--- src/hw/rtl/hlbs_pkg.sv ---
package hlbs_pkg;

  // Table geometry and key format.
  localparam int MAX_POINTS = 256;
  localparam int KEY_W      = 32;
  localparam int IDX_W      = $clog2(MAX_POINTS);
  localparam int CNT_W      = IDX_W + 1;
  // Signed width for index sums and differences during the hunt.
  localparam int SW         = IDX_W + 3;

  // Configuration port.
  localparam int CFG_AW = 3;
  localparam int CFG_DW = 32;

  // Register selects, taken from the word address bit.
  localparam logic REG_POINT_COUNT   = 1'b0;
  localparam logic REG_WINDOW_POINTS = 1'b1;

  // Largest candidate fourth root that is scanned; covers tables up to 83520 entries.
  localparam int ROOT_SCAN = 16;

  typedef enum logic [1:0] {
    OP_WRITE   = 2'd0,
    OP_SEARCH  = 2'd1,
    OP_RESTART = 2'd2
  } opcode_t;

  // Result of the shared key comparator.
  typedef struct packed {
    logic ge;
    logic eq;
  } cmp_res_t;

  // Integer fourth root, at least one.
  function automatic logic [CNT_W-1:0] fourth_root(input logic [CNT_W-1:0] n);
    logic [CNT_W-1:0] r;
    r = CNT_W'(1);
    for (int d = 2; d <= ROOT_SCAN; d++) begin
      if ((d * d * d * d) <= int'(n)) begin
        r = CNT_W'(d);
      end
    end
    return r;
  endfunction

endpackage

--- src/hw/rtl/hlbs_cmp.sv ---
module hlbs_cmp import hlbs_pkg::*; (
  input  logic [KEY_W-1:0] a,
  input  logic [KEY_W-1:0] b,
  output cmp_res_t         res
);

  // Two's complement signed compare of two keys, shared by every probe.
  always_comb begin
    res.ge = ($signed(a) >= $signed(b));
    res.eq = (a == b);
  end

endmodule

--- config.mk ---
export PLATFORM = sky130hd
export DESIGN_NAME = hlbs_cmp
export DESIGN_NICKNAME = d
export VERILOG_FILES = /design/src/hw/rtl/hlbs_pkg.sv /design/src/hw/rtl/hlbs_cmp.sv
export SDC_FILE = /design/constraint.sdc
export NUM_CORES = 1
export LEC_CHECK = 0
export BUFFER_PORTS_ARGS = -buffer_cell sky130_fd_sc_hd__buf_2
export CAP_MARGIN = 0
export CORE_MARGIN = 4
export CORE_UTILIZATION = 46
export DETAILED_ROUTE_END_ITERATION = 6
export GPL_ROUTABILITY_DRIVEN = 0
export GPL_TIMING_DRIVEN = 1
export PLACE_DENSITY = 0.91
export SLEW_MARGIN = 20
export SYNTH_ARGS = -nofsm -noshare
export SYNTH_HDL_FRONTEND = slang
export SYNTH_SLANG_ARGS = --single-unit
--- constraint.sdc ---
create_clock -name vclk -period 5.75
set_input_delay 1.15 -clock vclk [all_inputs]
set_output_delay 1.15 -clock vclk [all_outputs]
set_load 0.01 [all_outputs]
# Word level (Yosys, flattened, before mapping)
# Index checks and enable logic that the tools add are counted.
# classes
div	0
reduce_logical	0
magnitude_cmp	1
muxes	0
shift	0
bitwise_logic	0
n_eq_ne	1
add_sub_neg	0
multipliers	0
# ops
op	n
32-bit == test	1
32-bit greater-or-equal comparator	1
# word_totals
out_inout_bits	2
ff_bits	0
ram_bits	0
word_cells	2
input_bits	64
romBits	0
latchBits	0
memories	0

# Longest topological paths before layout
# depth
depth_word	1
mapped_depth	8
ltp_nobuf	8

# Least setup slack after synthesis
# Ideal clock, no wire load.
# synth_timing
kind	input to output
start	input port b[19]
end	output port res[1] in the netlist's numbering
setup_slack_ps	1889
path_buffers	0
arrival_ps	2711
t_required_ps	4600
stages	8
path_cell_list	inv_1 > ha_1 > a21oi_2 > o21ai_1 > a221o_1 > a2111oi_4 > a21oi_1 > o21bai_1
# synth_lines
element	line	text
start: declaration	hlbs_cmp.sv:3	input logic [KEY_W-1:0] b,
end: declaration	hlbs_cmp.sv:4	output cmp_res_t res

==> results.json <==
{
  "post_drt_wl_per_cell_um": 10.6,
  "wl_met1_um": 756,
  "cts_resized": 0,
  "grt_pass1_wl_um": 3380,
  "hp-start": "b[0]",
  "synth_nets": 211,
  "end_kind": "output pin",
  "synth_warnings": 0,
  "tightest_slew_ns": 0.640,
  "die-area_mm2": 0.00261,
  "yosys-top-cells-area": "ha_1, inv_1, a21oi_1",
  "dr_total_vias": 1038,
  "grt_usage_pct": 15.7,
  "diodes": 0,
  "pwr-share-clk_pct": 0,
  "syn2layout_area_growth_pct": 42.4,
  "yosysTopAreaCell": "ha_1",
  "max-vdd-ir-drop_mv": 0.0333,
  "powerDensity_mw_per_mm2": 63.1,
  "cp-start-kind": "input pin",
  "crit_fanout": 4,
  "holdWs_ns": 2.85,
  "post_cts_buffers": 0,
  "hold_viol": 0,
  "core_area_mm2": 0.00175,
  "cp_data_required_time_ns": 4.60,
  "critPathArrivalTime_ns": 2.98,
  "drive_above_1_share_pct": 39.2,
  "port_buffers": 66,
  "initial_utilization_pct": 48.9,
  "drt_iter0_drc": 5,
  "cap_violations": 0,
  "synthCells": 115,
  "via_per_inst": 5.04,
  "rsz0062_at_grt": "false",
  "first_global_vias": 966,
  "nClkBuffers": 0,
  "antenna_left": 0,
  "antenna_found_initial": 0,
  "combPwrFrac_pct": 100.0,
  "hold_path.class": "in -> out",
  "met3_length_um": 197,
  "dr_wl_met2_um": 1200,
  "die-height_um": 51.1,
  "die_w_um": 51.1,
  "intPower_uw": 40.7,
  "synth_commonest_cells": "inv_1, ha_1, a21oi_1, nand4_1, nand2_1",
  "post-synth-top-count-cell": "inv_1",
  "netlist.area_leader.share_pct": 46.9,
  "p_seq_share_pct": 0,
  "synth_area_um2": 853,
  "min_path_cells": 5,
  "final_util_pct": 69.6,
  "routed_wl_um": 2180,
  "firstDrtPassIters": 2,
  "setup_tns_ns": 0,
  "grt_max_degree": 5,
  "ff_latch_area_um2": 0,
  "period_minus_slack_ns": 4.13,
  "leakagePower_uw": 0.000788,
  "rows": 15,
  "switching_power_uw": 36.0,
  "multiInputGateArea_um2": 729,
  "switching_share_pct": 46.9,
  "drc": 0,
  "synth_cell_type_count": 20,
  "hold_end": "res[0]",
  "seq_area_frac_synth_pct": 0,
  "relSlewSlack_pct": 56.9,
  "path_class": "in -> out",
  "finalCritPeriodShare_pct": 71.8,
  "seq_cell_count": 0,
  "setup_viol": 0,
  "io_pins": 66,
  "grt-ovfl-total": 0,
  "dr.max_layer_used": "met4",
  "fillers": 161,
  "status": "complete, no violations",
  "cts-hold-fix-buffers": 0,
  "syn_avg_cell_area_um2": 7.42,
  "timing.fmax_ghz": 0.242,
  "nets": 279,
  "drv_slew": 0,
  "dp_hpwl_um": 2130
}
==> placed cells by master, fill, tap and decap left out, drive strengths merged, types with 2 or more instances in the layout <==
master / n
o21ai: 2
nand3: 4
inv: 33
nand4: 7
a21o: 3
buf: 66
a221o: 2
nor2: 3
ha: 32
a21oi: 13
nand2: 6
nor4: 2
nor2b: 2
==> stage by stage <==
stage / cell area, µm² / setup slack [ns] / power, µW / std cells
2_1_floorplan: 853 / 1.89 / 44.4 / 115
3_3_place_gp: 1210 / 1.67 / 72.0 / 206
3_5_place_dp: 1210 / 1.63 / 77.6 / 206
4_1_cts: 1210 / 1.63 / 77.9 / 206
5_1_grt: 1210 / 1.45 / 87.6 / 206
6_report: 1210 / 1.62 / 76.7 / 206
==> per-layer routing <==
layer	vias to the layer above	GRT usage (%)
met2	40	36.1
li1	536	-
met4	0	1.79
met3	4	1.75
met5	-	0
met1	458	14.1
==> power by group through the flow <==
stage / clock (µW) / sequential (µW) / combinational [µW]
after floorplan: 0 / 0 / 44.4
after global placement: 0 / 0 / 72.0
after detailed placement: 0 / 0 / 77.6
after CTS: 0 / 0 / 77.9
after global routing: 0 / 0 / 87.6
final: 0 / 0 / 76.7
==> worst max-delay path, stage by stage <==
cell and delay [ns]:
buf_2 0.07, inv_1 0.04, ha_1 0.31, nand4_1 0.15, nor4_1 0.62, o31ai_4 0.15
and3_1 0.20, o21bai_1 0.13, buf_2 0.15
==> final cells by class <==
| type | instances | share of cell area (%) |
|---|---|---|
| inverters | 33 | 10.2 |
| multi-input cells | 82 | 60.0 |
| well taps | 25 | 2.57 |
| repair buffers | 66 | 27.2 |
==> worst max path at each step <==
| stage | startpoint | end | slack [ns] | cells after the start |
|---|---|---|---|---|
| floorplan | b[19] | res[1] | 1.89 | 8 |
| global placement | b[31] | res[1] | 1.67 | 9 |
| detailed placement | b[31] | res[1] | 1.63 | 9 |
| CTS | b[31] | res[1] | 1.63 | 9 |
| global route | b[31] | res[1] | 1.45 | 9 |
| finish | b[31] | res[1] | 1.62 | 9 |
==> kinds of logic (layout without fill, tap and decap cells) <==
kind of cell               Yosys count  count (layout)  synth area share, %
adders and majority gates           32              32                 46.9
and+or+nand+nor                     25              25                 15.1
AOI/OAI and AO/OA                   25              25                 23.5
buffers and inverters               33              99                 14.5
Power figures use the tool's default switching activity.
