===== src/hw/rtl/hlbs_pkg.sv =====
package hlbs_pkg;

  // Table geometry and key format.
  localparam int MAX_POINTS = 256;
  localparam int KEY_W      = 32;
  localparam int IDX_W      = $clog2(MAX_POINTS);
  localparam int CNT_W      = IDX_W + 1;
  // Signed width for index sums and differences during the hunt.
  localparam int SW         = IDX_W + 3;

  // Configuration port.
  localparam int CFG_AW = 3;
  localparam int CFG_DW = 32;

  // Register selects, taken from the word address bit.
  localparam logic REG_POINT_COUNT   = 1'b0;
  localparam logic REG_WINDOW_POINTS = 1'b1;

  // Largest candidate fourth root that is scanned; covers tables up to 83520 entries.
  localparam int ROOT_SCAN = 16;

  typedef enum logic [1:0] {
    OP_WRITE   = 2'd0,
    OP_SEARCH  = 2'd1,
    OP_RESTART = 2'd2
  } opcode_t;

  // Result of the shared key comparator.
  typedef struct packed {
    logic ge;
    logic eq;
  } cmp_res_t;

  // Integer fourth root, at least one.
  function automatic logic [CNT_W-1:0] fourth_root(input logic [CNT_W-1:0] n);
    logic [CNT_W-1:0] r;
    r = CNT_W'(1);
    for (int d = 2; d <= ROOT_SCAN; d++) begin
      if ((d * d * d * d) <= int'(n)) begin
        r = CNT_W'(d);
      end
    end
    return r;
  endfunction

endpackage


===== src/hw/rtl/hlbs_ctrl.sv =====
module hlbs_ctrl import hlbs_pkg::*; (
  input  logic             clk,
  input  logic             rst_n,
  input  logic [CNT_W-1:0] point_count,
  input  logic [CNT_W-1:0] window_points,
  input  logic             in_valid,
  output logic             in_ready,
  input  logic [1:0]       in_opcode,
  input  logic [KEY_W-1:0] in_key_value,
  output logic [IDX_W-1:0] rd_addr,
  input  logic [KEY_W-1:0] rd_data,
  output logic [KEY_W-1:0] cmp_a,
  input  cmp_res_t         cmp_res,
  output logic             out_valid,
  input  logic             out_ready,
  output logic [IDX_W-1:0] out_window_start,
  output logic [IDX_W-1:0] out_bracket_low,
  output logic             out_hunted
);

  typedef enum logic [2:0] {
    S_IDLE,
    S_LAST,
    S_FIRST,
    S_HUNT0,
    S_HUP,
    S_HDN,
    S_BIS,
    S_DONE
  } state_t;

  state_t           state_r, state_nxt;
  logic [KEY_W-1:0] x_r;
  logic [KEY_W-1:0] last_key_r;
  logic             ascnd_r;
  logic             hunted_r;
  logic [IDX_W-1:0] jl_r, jl_nxt;
  logic [IDX_W-1:0] ju_r, ju_nxt;
  logic [IDX_W-1:0] cand_r, cand_nxt;
  logic [CNT_W-1:0] inc_r, inc_nxt;
  logic             jl_eq_r, jl_eq_nxt;
  logic [IDX_W-1:0] last_br_r;
  logic             use_hunt_r;
  logic             out_valid_r;
  logic [IDX_W-1:0] out_start_r;
  logic [IDX_W-1:0] out_low_r;
  logic             out_hunted_r;

  logic [CNT_W-1:0] n_s, m_s, nm1;
  logic             accept, gep, bis, done_go;
  logic signed [SW-1:0] base_s, step_s, up_s, dn_s, nm1_s;
  logic [CNT_W-1:0] span, mid_sum;
  logic signed [SW-1:0] jl_s, half_s, start_s, lim_s, diff_s;
  logic [IDX_W-1:0] start_v;
  logic             near;

  // Counts saturated into their legal ranges.
  always_comb begin
    n_s = point_count;
    if (n_s < CNT_W'(2)) n_s = CNT_W'(2);
    if (n_s > CNT_W'(MAX_POINTS)) n_s = CNT_W'(MAX_POINTS);
    m_s = window_points;
    if (m_s < CNT_W'(2)) m_s = CNT_W'(2);
    if (m_s > n_s) m_s = n_s;
    nm1   = n_s - CNT_W'(1);
    nm1_s = $signed({{(SW-CNT_W){1'b0}}, nm1});
  end

  assign in_ready = (state_r == S_IDLE);
  assign accept   = in_valid && in_ready;
  assign cmp_a    = (state_r == S_FIRST) ? last_key_r : x_r;
  assign gep      = (cmp_res.ge == ascnd_r);

  // Hunt step: from the hint with a unit step, then from the probe with a doubled step.
  always_comb begin
    if (state_r == S_HUNT0) begin
      base_s = $signed({{(SW-IDX_W){1'b0}}, jl_r});
      step_s = SW'(1);
    end else begin
      base_s = $signed({{(SW-IDX_W){1'b0}}, cand_r});
      step_s = $signed({{(SW-CNT_W){1'b0}}, inc_r}) <<< 1;
    end
    up_s = base_s + step_s;
    dn_s = base_s - step_s;
  end

  // Sequencer: one table probe is evaluated each cycle while a search runs.
  always_comb begin
    state_nxt = state_r;
    jl_nxt    = jl_r;
    ju_nxt    = ju_r;
    cand_nxt  = cand_r;
    inc_nxt   = inc_r;
    jl_eq_nxt = jl_eq_r;
    rd_addr   = cand_r;
    bis       = 1'b0;
    unique case (state_r)
      S_IDLE: begin
        if (accept && (in_opcode == OP_SEARCH)) begin
          rd_addr   = nm1[IDX_W-1:0];
          state_nxt = S_LAST;
        end
      end
      S_LAST: begin
        rd_addr   = '0;
        state_nxt = S_FIRST;
      end
      S_FIRST: begin
        if (!use_hunt_r || ({1'b0, last_br_r} > nm1)) begin
          jl_nxt = '0;
          ju_nxt = nm1[IDX_W-1:0];
          bis    = 1'b1;
        end else begin
          jl_nxt    = last_br_r;
          rd_addr   = last_br_r;
          state_nxt = S_HUNT0;
        end
      end
      S_HUNT0: begin
        jl_eq_nxt = cmp_res.eq;
        inc_nxt   = step_s[CNT_W-1:0];
        if (gep) begin
          if (up_s >= nm1_s) begin
            ju_nxt = nm1[IDX_W-1:0];
            bis    = 1'b1;
          end else begin
            cand_nxt  = up_s[IDX_W-1:0];
            rd_addr   = up_s[IDX_W-1:0];
            state_nxt = S_HUP;
          end
        end else begin
          ju_nxt = jl_r;
          if (dn_s <= SW'(0)) begin
            jl_nxt = '0;
            bis    = 1'b1;
          end else begin
            cand_nxt  = dn_s[IDX_W-1:0];
            rd_addr   = dn_s[IDX_W-1:0];
            state_nxt = S_HDN;
          end
        end
      end
      S_HUP: begin
        if (!gep || (cmp_res.eq && jl_eq_r)) begin
          ju_nxt = cand_r;
          bis    = 1'b1;
        end else begin
          jl_nxt    = cand_r;
          jl_eq_nxt = cmp_res.eq;
          if (up_s >= nm1_s) begin
            ju_nxt = nm1[IDX_W-1:0];
            bis    = 1'b1;
          end else begin
            inc_nxt   = step_s[CNT_W-1:0];
            cand_nxt  = up_s[IDX_W-1:0];
            rd_addr   = up_s[IDX_W-1:0];
          end
        end
      end
      S_HDN: begin
        if (gep) begin
          jl_nxt = cand_r;
          bis    = 1'b1;
        end else begin
          ju_nxt = cand_r;
          if (dn_s <= SW'(0)) begin
            jl_nxt = '0;
            bis    = 1'b1;
          end else begin
            inc_nxt  = step_s[CNT_W-1:0];
            cand_nxt = dn_s[IDX_W-1:0];
            rd_addr  = dn_s[IDX_W-1:0];
          end
        end
      end
      S_BIS: begin
        if (gep) begin
          jl_nxt = cand_r;
        end else begin
          ju_nxt = cand_r;
        end
        bis = 1'b1;
      end
      S_DONE: begin
        if (!out_valid_r || out_ready) begin
          state_nxt = S_IDLE;
        end
      end
      default: state_nxt = S_IDLE;
    endcase

    // Bisection over the current bracket, or finish when it is one step wide.
    span    = {1'b0, ju_nxt} - {1'b0, jl_nxt};
    mid_sum = {1'b0, ju_nxt} + {1'b0, jl_nxt};
    if (bis) begin
      if (span > CNT_W'(1)) begin
        cand_nxt  = mid_sum[CNT_W-1:1];
        rd_addr   = mid_sum[CNT_W-1:1];
        state_nxt = S_BIS;
      end else begin
        state_nxt = S_DONE;
      end
    end
  end

  // Window start clamped to the table, and the closeness test for the next hint.
  always_comb begin
    jl_s    = $signed({{(SW-IDX_W){1'b0}}, jl_r});
    half_s  = $signed({{(SW-CNT_W){1'b0}}, m_s - CNT_W'(2)}) >>> 1;
    lim_s   = $signed({{(SW-CNT_W){1'b0}}, n_s - m_s});
    start_s = jl_s - half_s;
    if (start_s > lim_s) start_s = lim_s;
    if (start_s < SW'(0)) start_s = SW'(0);
    start_v = start_s[IDX_W-1:0];
    diff_s  = jl_s - $signed({{(SW-IDX_W){1'b0}}, last_br_r});
    if (diff_s < SW'(0)) diff_s = -diff_s;
    near    = (diff_s <= $signed({{(SW-CNT_W){1'b0}}, fourth_root(n_s)}));
  end

  assign done_go = (state_r == S_DONE) && (!out_valid_r || out_ready);

  // State, search registers, hint and the result register.
  always_ff @(posedge clk) begin
    if (!rst_n) begin
      state_r     <= S_IDLE;
      last_br_r   <= '0;
      use_hunt_r  <= 1'b0;
      out_valid_r <= 1'b0;
    end else begin
      state_r  <= state_nxt;
      jl_r     <= jl_nxt;
      ju_r     <= ju_nxt;
      cand_r   <= cand_nxt;
      inc_r    <= inc_nxt;
      jl_eq_r  <= jl_eq_nxt;
      if (accept) begin
        x_r      <= in_key_value;
        hunted_r <= use_hunt_r;
        if (in_opcode == OP_RESTART) begin
          last_br_r  <= '0;
          use_hunt_r <= 1'b1;
        end
      end
      if (state_r == S_LAST) begin
        last_key_r <= rd_data;
      end
      if (state_r == S_FIRST) begin
        ascnd_r <= cmp_res.ge;
      end
      if (done_go) begin
        out_valid_r  <= 1'b1;
        out_start_r  <= start_v;
        out_low_r    <= jl_r;
        out_hunted_r <= hunted_r;
        use_hunt_r   <= near;
        last_br_r    <= jl_r;
      end else if (out_valid_r && out_ready) begin
        out_valid_r <= 1'b0;
      end
    end
  end

  assign out_valid        = out_valid_r;
  assign out_window_start = out_start_r;
  assign out_bracket_low  = out_low_r;
  assign out_hunted       = out_hunted_r;

endmodule


===== config.mk =====
export PLATFORM = sky130hd
export DESIGN_NAME = hlbs_ctrl
export DESIGN_NICKNAME = d
export VERILOG_FILES = /design/src/hw/rtl/hlbs_pkg.sv /design/src/hw/rtl/hlbs_ctrl.sv
export SDC_FILE = /design/constraint.sdc
export NUM_CORES = 1
export LEC_CHECK = 0
export BUFFER_PORTS_ARGS = -buffer_cell sky130_fd_sc_hd__buf_2
export CORE_ASPECT_RATIO = 0.5
export CORE_UTILIZATION = 41
export DETAILED_ROUTE_END_ITERATION = 7
export PLACE_DENSITY = 0.59
export SLEW_MARGIN = 20
export SYNTH_ARGS = -nofsm -noshare
export SYNTH_HDL_FRONTEND = slang
export SYNTH_SLANG_ARGS = --single-unit

===== constraint.sdc =====
create_clock -name clk -period 10.6 [get_ports clk]
set_input_delay 1.59 -clock clk [delete_from_list [all_inputs] [get_ports clk]]
set_output_delay 1.59 -clock clk [all_outputs]
set_load 0.005 [all_outputs]

# [Word-level counts from Yosys, hierarchy flattened]
# Index checks and enable logic that the tools add are counted.
[totals] ff_bits=130 wordCells=156 out_inout_bits=59 input_bits=90
[classes] magnitude_cmp=15 n_reduce_logical=27 n_mux=69 n_eq_ne=19 n_addsub=10
[op_table] op="8-bit 2-to-1 mux" n=26
[op_table] op="9-bit 2-to-1 mux" n=10
[op_table] op="8-bit case mux with 6 select lines" n=1
[op_table] op="8-bit case mux with 5 select lines" n=1
[op_table] op="32-bit 2-to-1 mux" n=1
[op_table] op="8-bit case mux with 4 select lines" n=1
[op_table] op="9-bit case mux with 3 select lines" n=1
[op_table] op="8-bit by 8-bit subtractor with 9-bit output" n=3
[op_table] op="8-bit case mux with 3 select lines" n=1
[op_table] op="11-bit 2-to-1 mux" n=2
[op_table] op="3-bit 2-to-1 mux" n=7
[op_table] op="9-bit by 2-bit less-than comparator with 1-bit output, second input constant" n=2
[op_table] op="3-bit case mux with 5 select lines" n=1
[op_table] op="1-bit 2-to-1 mux" n=13
[op_table] op="3-bit equality test, second input constant" n=4
[op_table] op="6-bit AND reduction" n=2
[op_table] op="11-bit adder" n=1
[op_table] op="11-bit by 10-bit greater-or-equal comparator with 1-bit output" n=1
[op_table] op="11-bit by 1-bit <= comparator with 1-bit output, second input constant" n=1
[op_table] op="11-bit by 10-bit <= comparator with 1-bit output" n=1
[op_table] op="11-bit by 1-bit less-than comparator with 1-bit output, second input constant" n=1
[op_table] op="9-bit negation with 11-bit output" n=1
[op_table] op="11-bit subtractor" n=1
[op_table] op="9-bit by 10-bit greater-than comparator with 1-bit output" n=1
[op_table] op="36 further kinds" n=56

# [Logic depth before layout (Yosys ltp)]
[depth] word_depth=13 depth_mapped=38 mapped_depth_nobuf=34

# [Worst setup path after synthesis]
# OpenSTA, ideal clock, no wires.
[synth_path] kind="input to output" start="input point_count[5]" end="output rd_addr[2]" path_stages=32 arrival_ns=7.859 n_path_buf=3 path_slack_ns=1.151 t_required_ns=9.010 cell_sequence="buf_2 nor4_2 nand2_1 o211ai_1 ha_1 buf_1 xor2_1 inv_1 ha_1 o21ai_0 o21bai_1 a21o_1 maj3_2 o211a_4 nor2_4 mux2i_1 nor2_1 a221oi_1 and3_1 ha_1 inv_1 fa_1 a21oi_1 nor2_1 nor2_1 xnor2_1 a2111oi_0 o221ai_1 a2bb2oi_4 buf_6 a311oi_1 a21o_1"
[synth_via] elab_chain_len=13 word_cells_on_any_way=31
[synth_lines] item="from (decl)" line="hlbs_ctrl.sv:4" text="input logic [CNT_W-1:0] point_count,"
[synth_lines] item="9-bit by 2-bit less-than comparator with 1-bit output" line="hlbs_ctrl.sv:60" text="if (n_s < CNT_W'(2)) n_s = CNT_W'(2);"
[synth_lines] item="9-bit 2-to-1 mux *" line="hlbs_ctrl.sv:60"
[synth_lines] item="9-bit greater-than comparator" line="hlbs_ctrl.sv:61" text="if (n_s > CNT_W'(MAX_POINTS)) n_s = CNT_W'(MAX_POINTS);"
[synth_lines] item="9-bit 2-to-1 mux *" line="hlbs_ctrl.sv:61"
[synth_lines] item="9-bit by 1-bit subtractor with 9-bit output *" line="hlbs_ctrl.sv:65" text="nm1 = n_s - CNT_W'(1);"
[synth_lines] item="11-bit by 10-bit greater-or-equal comparator with 1-bit output / 8-bit by 9-bit greater-than comparator with 1-bit output (equally long branches)" line="hlbs_ctrl.sv:123, hlbs_ctrl.sv:150, hlbs_ctrl.sv:109"
[synth_lines] item="8-bit 2-to-1 mux / 1-bit logical OR (equally long branches)" line="hlbs_ctrl.sv:123, hlbs_ctrl.sv:150, hlbs_ctrl.sv:109"
[synth_lines] item="8-bit 2-to-1 mux, on equally long branches" line="hlbs_ctrl.sv:144, hlbs_ctrl.sv:109, hlbs_ctrl.sv:122"
[synth_lines] item="8-bit case mux with 4 select lines / 8-bit case mux with 5 select lines (equally long branches)" line="hlbs_ctrl.sv:97" text="unique case (state_r)"
[synth_lines] item="8-bit by 8-bit subtractor with 9-bit output" line="hlbs_ctrl.sv:193" text="span = {1'b0, ju_nxt} - {1'b0, jl_nxt};"
[synth_lines] item="9-bit by 1-bit greater-than comparator with 1-bit output" line="hlbs_ctrl.sv:196" text="if (span > CNT_W'(1)) begin"
[synth_lines] item="8-bit 2-to-1 mux" line="hlbs_ctrl.sv:196"
[synth_lines] item="8-bit 2-to-1 mux *" line="hlbs_ctrl.sv:195" text="if (bis) begin"
[synth_lines] item="to (decl)" line="hlbs_ctrl.sv:10" text="output logic [IDX_W-1:0] rd_addr,"
# Mark *: on every way between the ends. The rest lies on a longest branch, timed or not.

# [Worst setup path in the final report]
[layout_path] start="input point_count[7]" end="output rd_addr[1]"
[layout_via] elab_chain_len=13 word_cells_on_any_way=31
[layout_lines] item="9-bit by 2-bit less-than comparator with 1-bit output" line="hlbs_ctrl.sv:60"
[layout_lines] item="9-bit 2-to-1 mux *" line="hlbs_ctrl.sv:60"
[layout_lines] item="9-bit greater-than comparator" line="hlbs_ctrl.sv:61"
[layout_lines] item="9-bit 2-to-1 mux *" line="hlbs_ctrl.sv:61"
[layout_lines] item="9-bit by 1-bit subtractor with 9-bit output *" line="hlbs_ctrl.sv:65"
[layout_lines] item="11-bit by 10-bit greater-or-equal comparator with 1-bit output / 8-bit by 9-bit greater-than comparator with 1-bit output (equally long branches)" line="hlbs_ctrl.sv:123, hlbs_ctrl.sv:150, hlbs_ctrl.sv:109"
[layout_lines] item="8-bit 2-to-1 mux / 1-bit logical OR (equally long branches)" line="hlbs_ctrl.sv:123, hlbs_ctrl.sv:150, hlbs_ctrl.sv:109"
[layout_lines] item="8-bit 2-to-1 mux, on equally long branches" line="hlbs_ctrl.sv:144, hlbs_ctrl.sv:109, hlbs_ctrl.sv:122"
[layout_lines] item="8-bit case mux with 4 select lines *" line="hlbs_ctrl.sv:97"
[layout_lines] item="named net ju_nxt[3]" line="hlbs_ctrl.sv:38" text="logic [IDX_W-1:0] ju_r, ju_nxt;"
[layout_lines] item="8-bit by 8-bit subtractor with 9-bit output *" line="hlbs_ctrl.sv:193"
[layout_lines] item="9-bit by 1-bit greater-than comparator with 1-bit output *" line="hlbs_ctrl.sv:196"
[layout_lines] item="8-bit 2-to-1 mux *" line="hlbs_ctrl.sv:196"
[layout_lines] item="8-bit 2-to-1 mux *" line="hlbs_ctrl.sv:195"
# Mark *: on every way through the listed nets, which the timed path passes. The rest lies on a longest branch.

==> summary by stage <==
Floorplan
After floorplanning, the core was divided into 41 placement rows. The die outline width is 229 µm. The initial standard-cell utilization of the core is 41.9%.

The I/O pin count is 149. The floorplan step defined a die boundary enclosing 26500 µm². The vertical die dimension is 116 µm.

The placeable core area is 25200 µm².

Drt
In the routed layout, each cell is associated on average with a via count of 5.85. The detailed-route via count is 9532. The DRC violation count after routing is 3. The post-detailed-route wirelength per cell is 20.9 µm. The count of nets left with antenna violations once routing finished came out at 0.

Wires add up to 34.0 mm. The detailed router finished its first iteration with 1001 violations. The first detailed-routing pass ran for 8 iterations.

Pwr
The internal power summed over all cells is 2.12 mW. Summed over all cells, the static leakage comes to 5.11 nW. The clock share of power is 15.8%. The total power density per cell area is 328 nW/µm². In this run the power spent charging and discharging nets is 1.94 mW. Registers are responsible for 20.2% of the overall power.

The worst-case IR drop observed on VDD is 0.000158 V. The proportion of power drawn by combinational gates is 64.0%. In this run switching power makes up 47.8% of total power.

Layout
The post-route netlist has 21.9% of its cells at a drive strength greater than 1. The net count of the finished layout is 1458. Cells fill 49.1% of the core in the end. From synthesis to final layout, the design area changed by 17.2%. The number of inserted diodes is 0. Fill cells in the final layout number 2373.

Worst setup path
Along the worst path, the maximum fanout reaches 12. The required time of the worst setup path is 9.01 ns. The critical path launch point is point_count[7]. Measured in cells, the most critical reg-to-reg path has a length of 28. The worst reg2reg path endpoint is cand_r[1]$_DFFE_PP_. STA puts the critical path data arrival time at 8.64 ns. The critical path start-end classification is in2out. The worst setup path is launched from an input port. By instance count, the cell type seen most on the critical path is sky130_fd_sc_hd__ha_1. The highest cell delay on the worst timing path is 0.52 ns. The capture point of the worst path is rd_addr[1]. The slack of the worst reg-to-reg path is 2.47 ns.

On the critical path, the stage with the largest delay is an instance of sky130_fd_sc_hd__a2111oi_0. The start of the worst register-to-register path is state_r[1]$_SDFFE_PN0P_. The kind of end point of the critical path is a primary output.

Logic synthesis
The cell area after synthesis is 10600 µm². For this run, asynchronously set or reset flops after synthesis account for 0%. The number of enable flip-flop cells after synthesis is 117.

Sorting the synthesized cells by how often they occur yields sky130_fd_sc_hd__nand2_1, sky130_fd_sc_hd__edfxtp_1, sky130_fd_sc_hd__ha_1. In this run, synthesis produced a sequential element count of 130. Summing the sequential cell areas from Yosys gives 35.7% of the chip area. The most used flip-flop cell after synthesis is sky130_fd_sc_hd__edfxtp_1. In the post-synthesis netlist, the biggest area contributors are sky130_fd_sc_hd__edfxtp_1, sky130_fd_sc_hd__ha_1, sky130_fd_sc_hd__nand2_1, sky130_fd_sc_hd__mux2_2, sky130_fd_sc_hd__inv_1. Counting every net in the synthesized netlist gives 1317. The Yosys step of the flow raised 0 warnings. After synthesis, the mean cell area works out to 9.34 µm². The cell count after synthesis is 1131. Of the post-synthesis cell area, the dominant cell type holds 33.3%. The leading cell type by number of instances after synthesis is sky130_fd_sc_hd__nand2_1. The dominant cell type by area after synthesis is sky130_fd_sc_hd__edfxtp_1. The unique cell type count in the Yosys netlist is 94.

Timing
The worst slew slack as a fraction of its limit is 26.8%. The worst setup margin is 0.372 ns. The period utilization is 96.5%. The highest clock rate is 97.8 MHz. The clock arrives with 0.0172 ns of skew.

The number of slew-limit violations in the final report is 0. The final number of hold-violating endpoints is 0. The worst path needs 10.23 ns of the cycle, external delays included. For the pin with the worst max-slew slack, the measured transition is 1.10 ns. The number of endpoints failing setup at the final stage is 0.

Global routing
The number of global-route vias before repair is 9073. The first-pass GRT wire length is 51.9 mm. The number of antenna violations at the first check in global routing came to 2.

Global routing used 25.7% of the available tracks across all layers. Entering global routing, the biggest net connects 38 pins. Global routing finished with a remaining overflow of 0.

Placement
The count of buffers added on input and output ports is 148. The placed wire-length estimate is 25.7 mm. The worst slack at placement is 0.374 ns. The congestion estimate from routability-driven global placement came to 0.974.

Clock tree
No sink is reached through more buffers than the 2 on the longest clock path. At the later pin of the worst-skew pair, clock insertion delay measures 0.45 ns. The number of hold buffers added after cts is 0. The clock net in this run drives a total of 130 sinks.

TritonCTS built the clock tree. The clock tree synthesis step divided the H-tree into 4 levels. The cell sitting at the root of the clock tree is a sky130_fd_sc_hd__clkbuf_16. The clock-pin slew on the worst setup and hold paths is 0.06 ns. TritonCTS created 17 clock buffers.

Run status
The final reports fail on DRC. The flow ran to the end, but the final reports show violations.

Flow run
Max-cap violations in this run came to 0.

Min path
The class of the tightest hold or removal check is reg2reg.
-- power groups by stage --
stage	sequential [mW]	combinational, mW	clock [mW]
after detailed placement	0.823	2.47	0
after global routing	0.827	2.83	0.671
after floorplan	0.744	1.82	0
final	0.821	2.60	0.642
after CTS	0.813	2.49	0.651
after global placement	0.823	2.44	0
-- cells by family after synthesis --
group	after synthesis	synth area share, %
AO/OA/AOI/OAI	306	20.4
XOR/XNOR	42	3.48
flip-flops	130	35.7
AND/OR/NAND/NOR	347	15.9
buffers and inverters	137	5.15
adder cells (fa/ha/maj)	98	12.1
multiplexers	71	7.22
-- how the worst min path moves through the flow --
stage | start | to | cells past startpoint
4_1_cts | hunted_r$_DFFE_PP_ | out_hunted$_DFFE_PP_ | 0
3_3_place_gp | hunted_r$_DFFE_PP_ | out_hunted$_DFFE_PP_ | 0
2_1_floorplan | hunted_r$_DFFE_PP_ | out_hunted$_DFFE_PP_ | 0
3_5_place_dp | hunted_r$_DFFE_PP_ | out_hunted$_DFFE_PP_ | 0
5_1_grt | hunted_r$_DFFE_PP_ | out_hunted$_DFFE_PP_ | 0
6_report | hunted_r$_DFFE_PP_ | out_hunted$_DFFE_PP_ | 0
-- metrics by stage --
stage          hold WS, ns  instances  total power, mW  TNS [ns]  area [µm²]
2_1_floorplan        0.400       1131             2.57         0       10600
3_5_place_dp         0.419       1591             3.29         0       11700
5_1_grt              0.435       1629             4.33   -0.0287       12400
4_1_cts              0.434       1623             3.96         0       12300
6_report             0.430       1629             4.06         0       12400
3_3_place_gp         0.405       1591             3.27         0       11700
-- flip-flops by register name (all words and copies together), names as in the netlist --
signal and cells:
ascnd_r 1, cand_r 8, hunted_r 1, inc_r 9
jl_eq_r 1, jl_r 8, ju_r 8, last_br_r 8
last_key_r 32, out_bracket_low 8, out_hunted 1, out_valid 1
out_window_start 8, state_r 3, use_hunt_r 1, x_r 32
-- metal layers --
| metal | up-vias | track usage [%] | part of all wire, % |
|---|---|---|---|
| li1 | 4484 | - | - |
| met1 | 4534 | 34.4 | 45 |
| met2 | 443 | 40.5 | 44 |
| met3 | 71 | 6.37 | 8.5 |
| met4 | 0 | 9.64 | 2.8 |
| met5 | - | 0 | 0 |
-- worst max-delay path, delay by kind of cell --
family	cells	cell delay, ns
xor+xnor	2	0.29
compound gates	13	3.32
fa+ha+maj	4	1.29
mux	1	0.32
simple gates	5	1.07
buf+inv	5	0.71
-- final cells by class --
class / instances / area, µm² / share of cell area (%)
clock inverters: 15 / 198 / 1.60
multi-input cells: 865 / 6310 / 50.9
clock buffers: 17 / 425 / 3.43
inverters: 84 / 315 / 2.55
well taps: 344 / 430 / 3.47
repair buffers: 174 / 936 / 7.55
flip-flops and latches: 130 / 3770 / 30.5
-- layout by cell type (no fill, tap or decap), drive strengths merged, types with 9 or more instances in the layout --
cell,instances
inv,87
a21oi,59
xor2,15
nor2,80
o21a,13
ha,89
a31oi,14
nand3,27
buf,174
nor2b,16
o21bai,14
xnor2,27
o21ai,64
nand2,128
a211oi,12
clkbuf,17
nor3,19
a21o,10
o211ai,18
edfxtp,117
nand2b,16
mux2,42
clkinv,9
a22o,10
dfxtp,13
mux2i,29
and2,12
-- what timing repair did --
| action | CTS | global route |
|---|---|---|
| endpoints found under the setup margin | 0 | 8 |
| resized for setup | 0 | 3 |
| buffers inserted | 0 | 5 |
Power figures use the tool's default switching activity.
